===== src/sv/rcv_fifo.sv =====
// small register queue with occupancy count
// no dependencies
module rcv_fifo #(
  parameter int unsigned WIDTH = 8,
  parameter int unsigned DEPTH = 4
) (
  input  logic                       clk_i,
  input  logic                       rst_ni,
  input  logic                       push_i,
  input  logic [WIDTH-1:0]           data_i,
  input  logic                       pop_i,
  output logic [WIDTH-1:0]           data_o,
  output logic                       full_o,
  output logic                       empty_o,
  output logic [$clog2(DEPTH+1)-1:0] count_o
);

  localparam int unsigned PW = $clog2(DEPTH);

  logic [WIDTH-1:0] mem_q [DEPTH];
  logic [PW-1:0]    wp_q, rp_q;
  logic [$clog2(DEPTH+1)-1:0] cnt_q;
  logic do_push, do_pop;

  assign full_o  = (cnt_q == ($clog2(DEPTH+1))'(DEPTH));
  assign empty_o = (cnt_q == '0);
  assign count_o = cnt_q;
  assign data_o  = mem_q[rp_q];
  assign do_push = push_i && !full_o;
  assign do_pop  = pop_i && !empty_o;

  always_ff @(posedge clk_i) begin
    if (do_push) begin
      mem_q[wp_q] <= data_i;
    end
  end

  always_ff @(posedge clk_i or negedge rst_ni) begin
    if (!rst_ni) begin
      wp_q  <= '0;
      rp_q  <= '0;
      cnt_q <= '0;
    end else begin
      if (do_push) begin
        wp_q <= (wp_q == PW'(DEPTH - 1)) ? '0 : wp_q + 1'b1;
      end
      if (do_pop) begin
        rp_q <= (rp_q == PW'(DEPTH - 1)) ? '0 : rp_q + 1'b1;
      end
      case ({do_push, do_pop})
        2'b10:   cnt_q <= cnt_q + 1'b1;
        2'b01:   cnt_q <= cnt_q - 1'b1;
        default: cnt_q <= cnt_q;
      endcase
    end
  end

endmodule


===== config.mk =====
export PLATFORM = sky130hd
export DESIGN_NAME = rcv_fifo
export DESIGN_NICKNAME = d
export VERILOG_FILES = /design/src/sv/rcv_fifo.sv
export SDC_FILE = /design/constraint.sdc
export NUM_CORES = 1
export LEC_CHECK = 0
export ABC_AREA = 1
export BUFFER_PORTS_ARGS = -buffer_cell sky130_fd_sc_hd__buf_2
export CAP_MARGIN = 0
export CORE_MARGIN = 2
export CORE_UTILIZATION = 55
export CTS_CLUSTER_DIAMETER = 80
export DETAILED_ROUTE_END_ITERATION = 10
export PLACE_DENSITY = 0.74
export SYNTH_ARGS = -nofsm -noshare
export SYNTH_HDL_FRONTEND = slang
export SYNTH_SLANG_ARGS = --single-unit

===== constraint.sdc =====
create_clock -name clk_i -period 2.2 [get_ports clk_i]
set_input_delay 0.44 -clock clk_i [delete_from_list [all_inputs] [get_ports clk_i]]
set_output_delay 0.44 -clock clk_i [all_outputs]
set_load 0.02 [all_outputs]

=== Word-level counts from Yosys, hierarchy flattened ===
Memories as Yosys holds them, arrays and structs flattened.
Index checks and enable logic that the tools add are counted.

* Reduce and logical (&&, ||, !) cells: 6
* Multiplexer cells: 5
* $add $sub $neg: 4
* Equality and inequality tests: 5

{| class="wikitable"
|+ Operators by type and width
! operator !! number
|-
| $eq A2 B2 Y1 const B || 3
|-
| $pmux W3 S2 || 1
|-
| $add A2 B1 Y2 const B || 2
|-
| $mux W2 || 2
|-
| $add A3 B1 Y3 const B || 1
|-
| $eq A3 B3 Y1 const B || 1
|-
| $logic_not A3 Y1 || 1
|-
| $sub A3 B1 Y3 const B || 1
|-
| $eq A2 B1 Y1 const B || 1
|-
| $logic_and A1 B1 Y1 || 2
|-
| $logic_not A1 Y1 || 2
|-
| $mux W1 || 2
|-
| $reduce_bool A2 Y1 || 1
|}

* Flip-flop bits (word level): 7
* Memories kept: 1
* Input bits: 12
* Output and inout bits: 13
* RAM bits: 32

{| class="wikitable"
|+ Memory list
! memory !! words !! bits a word !! rd ports !! clocked after memory_dff !! wr ports !! line !! text
|-
| mem_q || 4 || 8 || 1 || 0 || 1 || 20 || <nowiki>logic [WIDTH-1:0] mem_q [DEPTH];</nowiki>
|}

=== Longest topological paths before layout ===
* Word-level depth: 5
* Mapped depth: 12
* Gate-level depth less buffers: 12

=== Least setup slack after synthesis ===
No wires, ideal clock.

* Path type: register to register
* Start point: reg cnt_q[0] (netlist: count_o[0])
* End point: reg cnt_q[2] (netlist: count_o[2])
* Stages on the path, launching flop included: 11
* Clock period less this slack: 1.794 ns
* Arrival: 1.676 ns
* Path slack: 0.406 ns
* Required time: 2.083 ns
* Path through: dfrtp_1 > inv_1 > nand3_2 > nand2_4 > ha_1 > inv_1 > fa_1 > nand2_1 > nand3_1 > nand2_1 > nand2_1

* Longest elaborated chain between the ends: 5
* Elaborated cells on any way between the ends: 12
* Classes of those cells: 2 x add/sub; 3 x eq/ne; 1 x mux; 6 x reduce/logical

{| class="wikitable"
|+ RTL lines
! element !! line !! text
|-
| from (decl) || 22 || <nowiki>logic [$clog2(DEPTH+1)-1:0] cnt_q;</nowiki>
|-
| from (signal assigned) || 51 || <nowiki>2'b10: cnt_q <= cnt_q + 1'b1;</nowiki>
|-
| from (signal assigned) || 52 || <nowiki>2'b01: cnt_q <= cnt_q - 1'b1;</nowiki>
|-
| from (signal assigned) || 53 || <nowiki>default: cnt_q <= cnt_q;</nowiki>
|-
| $eq A3 B3 Y1 or $logic_not A3 Y1 (tied branches) || 25, 26 ||
|-
| $logic_not A1 Y1, on equally long branches || 29, 30 ||
|-
| $logic_and A1 B1 Y1, on equally long branches || 29, 30 ||
|-
| $eq A2 B1 Y1 or $eq A2 B2 Y1 (tied branches) || 50 || <nowiki>case ({do_push, do_pop})</nowiki>
|-
| $pmux W3 S2 or $reduce_bool A2 Y1 (tied branches) || - ||
|}

Parallel ways exist; a longest one is shown, timed or not.
A chain may end at the register's enable or synchronous reset.

=== Worst setup path in the final report ===
* Start point: reg rp_q[0]
* End point: out data_o[4]

* Longest elaborated chain between the ends: 1

{| class="wikitable"
|+ RTL lines
! element !! line !! text
|-
| from (decl) || 21 || <nowiki>logic [PW-1:0] wp_q, rp_q;</nowiki>
|-
| from (signal assigned) || 48 || <nowiki>rp_q <= (rp_q == PW'(DEPTH - 1)) ? '0 : rp_q + 1'b1;</nowiki>
|-
| $mem_v2 Z4 W8 || - ||
|-
| to (decl) || 12 || <nowiki>output logic [WIDTH-1:0] data_o,</nowiki>
|}

Every way passes these cells.

==> flow_metrics.tcl <==
set metrics [dict create \
    cp_cell_sequence "buf_4 -> nand2_1 -> o211ai_1 -> nand2_1 -> buf_2" \
    synthesis.nets 173 \
    hp-class "in2reg" \
    synth.area.top_cells "edfxtp_1 54%, dfrtp_1 9.9%, nand2_1 8.0%" \
    power_frac_seq_pct 37.6 \
    final_cell_area_um2 2057 \
    r2r_cells 10 \
    switchingPower_mw 1.085 \
    clock_latency_ns 0.34 \
    combPwrFrac_pct 42.0 \
    layout.nets 207 \
    cts_sinks 39 \
    postRouteAntennaNets 0 \
    place_worst_setup_slack_ns 0.4041 \
    fin_ws_ns 0.3102 \
    place_congestion 0.8465 \
    yosysTopAreaCell "edfxtp_1" \
    grt_first_pass_wirelength_mm 4.809 \
    hold_start "data_i[6]" \
    synth_cell_type_count 16 \
    layoutNonFillerInstCount 233 \
    area_growth_syn_to_layout_pct 15.94 \
    cts_root_buf "clkbuf_4" \
    slowest_stage "dfrtp_1" \
    p_leak_nw 0.9418 \
    synth_top_area_share_pct 54.16 \
    synth.most_common_cell "nand2_1" \
    max_slew_margin_pct 74.60 \
    cts_buffer_depth 2 \
    status "finished, final reports clean" \
    die_h_um 60.80 \
    p_total_mw 2.840 \
    max_stage_delay_ns 0.34 \
    ys_warn_count 0 \
    drv_slew 0 \
    io_pins 25 \
    cts_tree "done" \
    synthCells 154 \
    num_rows 20 \
    ys_seq_elements 39 \
    ys.flop_type "edfxtp_1" \
    cp_common_cell "nand2_1" \
    routed_wirelength_mm 3.022 \
    synth.cell_area_um2 1774 \
    grt_use_total_pct 19.03 \
    p_per_area_nw_per_um2 1381 \
    dieArea_um2 3696 \
    dp_cells 224 \
    port_buffers 24 \
    drt_first_pass_iters 4 \
    grt_pass1_vias 1060 \
    antenna_cells 0 \
    clk_pin_slew_ns 0.12 \
    antenna_found_initial 0 \
    drt_iter0_drc 34 \
    cp-startpoint "rp_q[0]$_DFFE_PN0P_" \
    finalCritPeriodShare_pct 85.90 \
    cts_setup_buffers 0 \
    cp.arrival_ns 1.45 \
    final.min_clock_period_ns 1.890 \
    vias 1125 \
    fmax_ghz 0.5292 \
    dieWidth_um 60.80 \
    drc_errors 0 \
    grt.overflow.total 0 \
    regToRegStartpoint "count_o[0]$_DFFE_PN0P_" \
    clockPowerShare_pct 20.4 \
    cts_htree_levels 2 \
    finalSetupViolations 0 \
    grt_max_degree 36 \
    synthTopCellsByCount "38 x nand2_1, 32 x edfxtp_1, 32 x inv_1" \
    setup_tns_ns 0 \
    worstHoldPathCells 1 \
    switching_share_pct 38.19 \
    cts-buffers-inserted 5 \
    avgSynthCellArea_um2 11.52 \
    rsz0062_at_grt "false" \
    postPlaceCellArea_um2 1946 \
    start_kind "flip-flop" \
    post_drt_wl_per_cell_um 12.97 \
    synth-seq-area-share_pct 64.03 \
    ir_worst_vdd_uv 769.3 \
    cp_max_fo 35 \
    hpwl_mm 2.140 \
    synth-edff-count 32 \
    hold_viol 0 \
    tightest_slew_ns 0.3796 \
    core_um2 3053 \
    cp.required_ns 1.76 \
    crit_type "reg2out" \
    async_flop_share_pct 17.95 \
    drive_gt1_share_pct 22.22 \
    power.internal_mw 1.755 \
    end_kind "output pin" \
    timing.max_cap.violations 0 \
    initial_core_util_pct 58.11 \
    vias_per_cell 4.828 \
    finClkSkew_ns 0.01364 \
]
[logic make-up after synthesis]
family                     synth area share [%]
adders and majority gates                 5.360
DFF                                       64.03
AOI/OAI and AO/OA                         7.334
buffers and inverters                     9.944
and+or+nand+nor                           12.84
xor gates and xnor gates                 0.4937
[power groups by stage]
stage	combinational (mW)	clock [mW]	sequential, mW
detailed placement	1.20	0	1.09
global placement	1.17	0	1.07
CTS	1.21	0.591	1.07
global route	1.35	0.627	1.09
finish	1.19	0.578	1.07
floorplan	0.873	0	1.11
[per-layer routing]
| metal | track usage (%) | share of wire [%] | vias to the layer above |
|---|---|---|---|
| met3 | 6.823 | 3.5 | 4 |
| met4 | 6.832 | 1.3 | 0 |
| li1 | - | - | 577 |
| met2 | 32.10 | 52 | 22 |
| met1 | 22.55 | 43 | 522 |
| met5 | 0 | 0 | - |
[placed cells by master, fill, tap and decap left out]
cell / synthesis / routed
ha_1: 6 / 6
nand2_4: 1 / 1
nand4_1: 1 / 1
o211ai_1: 15 / 15
nand2_1: 38 / 38
clkbuf_4: 0 / 5
fa_1: 1 / 1
bufinv_16: 0 / 2
dlygate4sd3_1: 0 / 1
inv_1: 32 / 32
buf_4: 0 / 7
clkbuf_1: 0 / 1
nor2_1: 6 / 6
nand3_1: 5 / 5
o21ai_0: 1 / 1
buf_2: 0 / 24
xnor2_1: 1 / 1
edfxtp_1: 32 / 32
nand3_2: 2 / 2
dfrtp_1: 7 / 7
o211ai_2: 1 / 1
[per-stage QoR]
step	hold WS, ns	util (%)
2_1_floorplan	0.1444	-
3_3_place_gp	0.2817	63.73
3_5_place_dp	0.2875	63.73
4_1_cts	0.2994	67.38
5_1_grt	0.2880	67.38
6_report	0.3080	67.38
[state kept, by name, indices dropped and copies added (netlist names)]
name,count
mem_q,32
count_o,3
rp_q,2
wp_q,2
[worst max-delay path, delay by kind of cell (launching register included)]
kind                   cells  cell delay [ns]
buffers and inverters      2             0.48
DFF                        1             0.34
and+or+nand+nor            2             0.18
AOI/OAI and AO/OA          1             0.10
[layout make-up]
cell class | count | area (um^2)
clock inverters | 2 | 60.06
fillers | 235 | 996.0
multi-input cells | 78 | 461.7
well taps | 44 | 55.05
clock buffers | 6 | 41.29
flip-flops and latches | 39 | 1136
inverters | 32 | 120.1
repair buffers | 32 | 182.7
[worst paths after layout]
kind                       slack (ns)                endpoint
max                              0.31               data_o[4]
min                              0.31   mem_q[0][6]$_DFFE_PP_
max reg2reg                      0.37  count_o[2]$_DFFE_PN0P_
min reg2reg                      0.52  count_o[0]$_DFFE_PN0P_
max in group asynchronous        1.60     wp_q[1]$_DFFE_PN0P_
min in group asynchronous        0.43  count_o[0]$_DFFE_PN0P_
[repair_timing]
action	4_1_cts	5_1_grt
endpoints found under the hold margin	7	0
hold buffers	1	0
resized for setup	0	0
(Power assumes the default switching activity.)
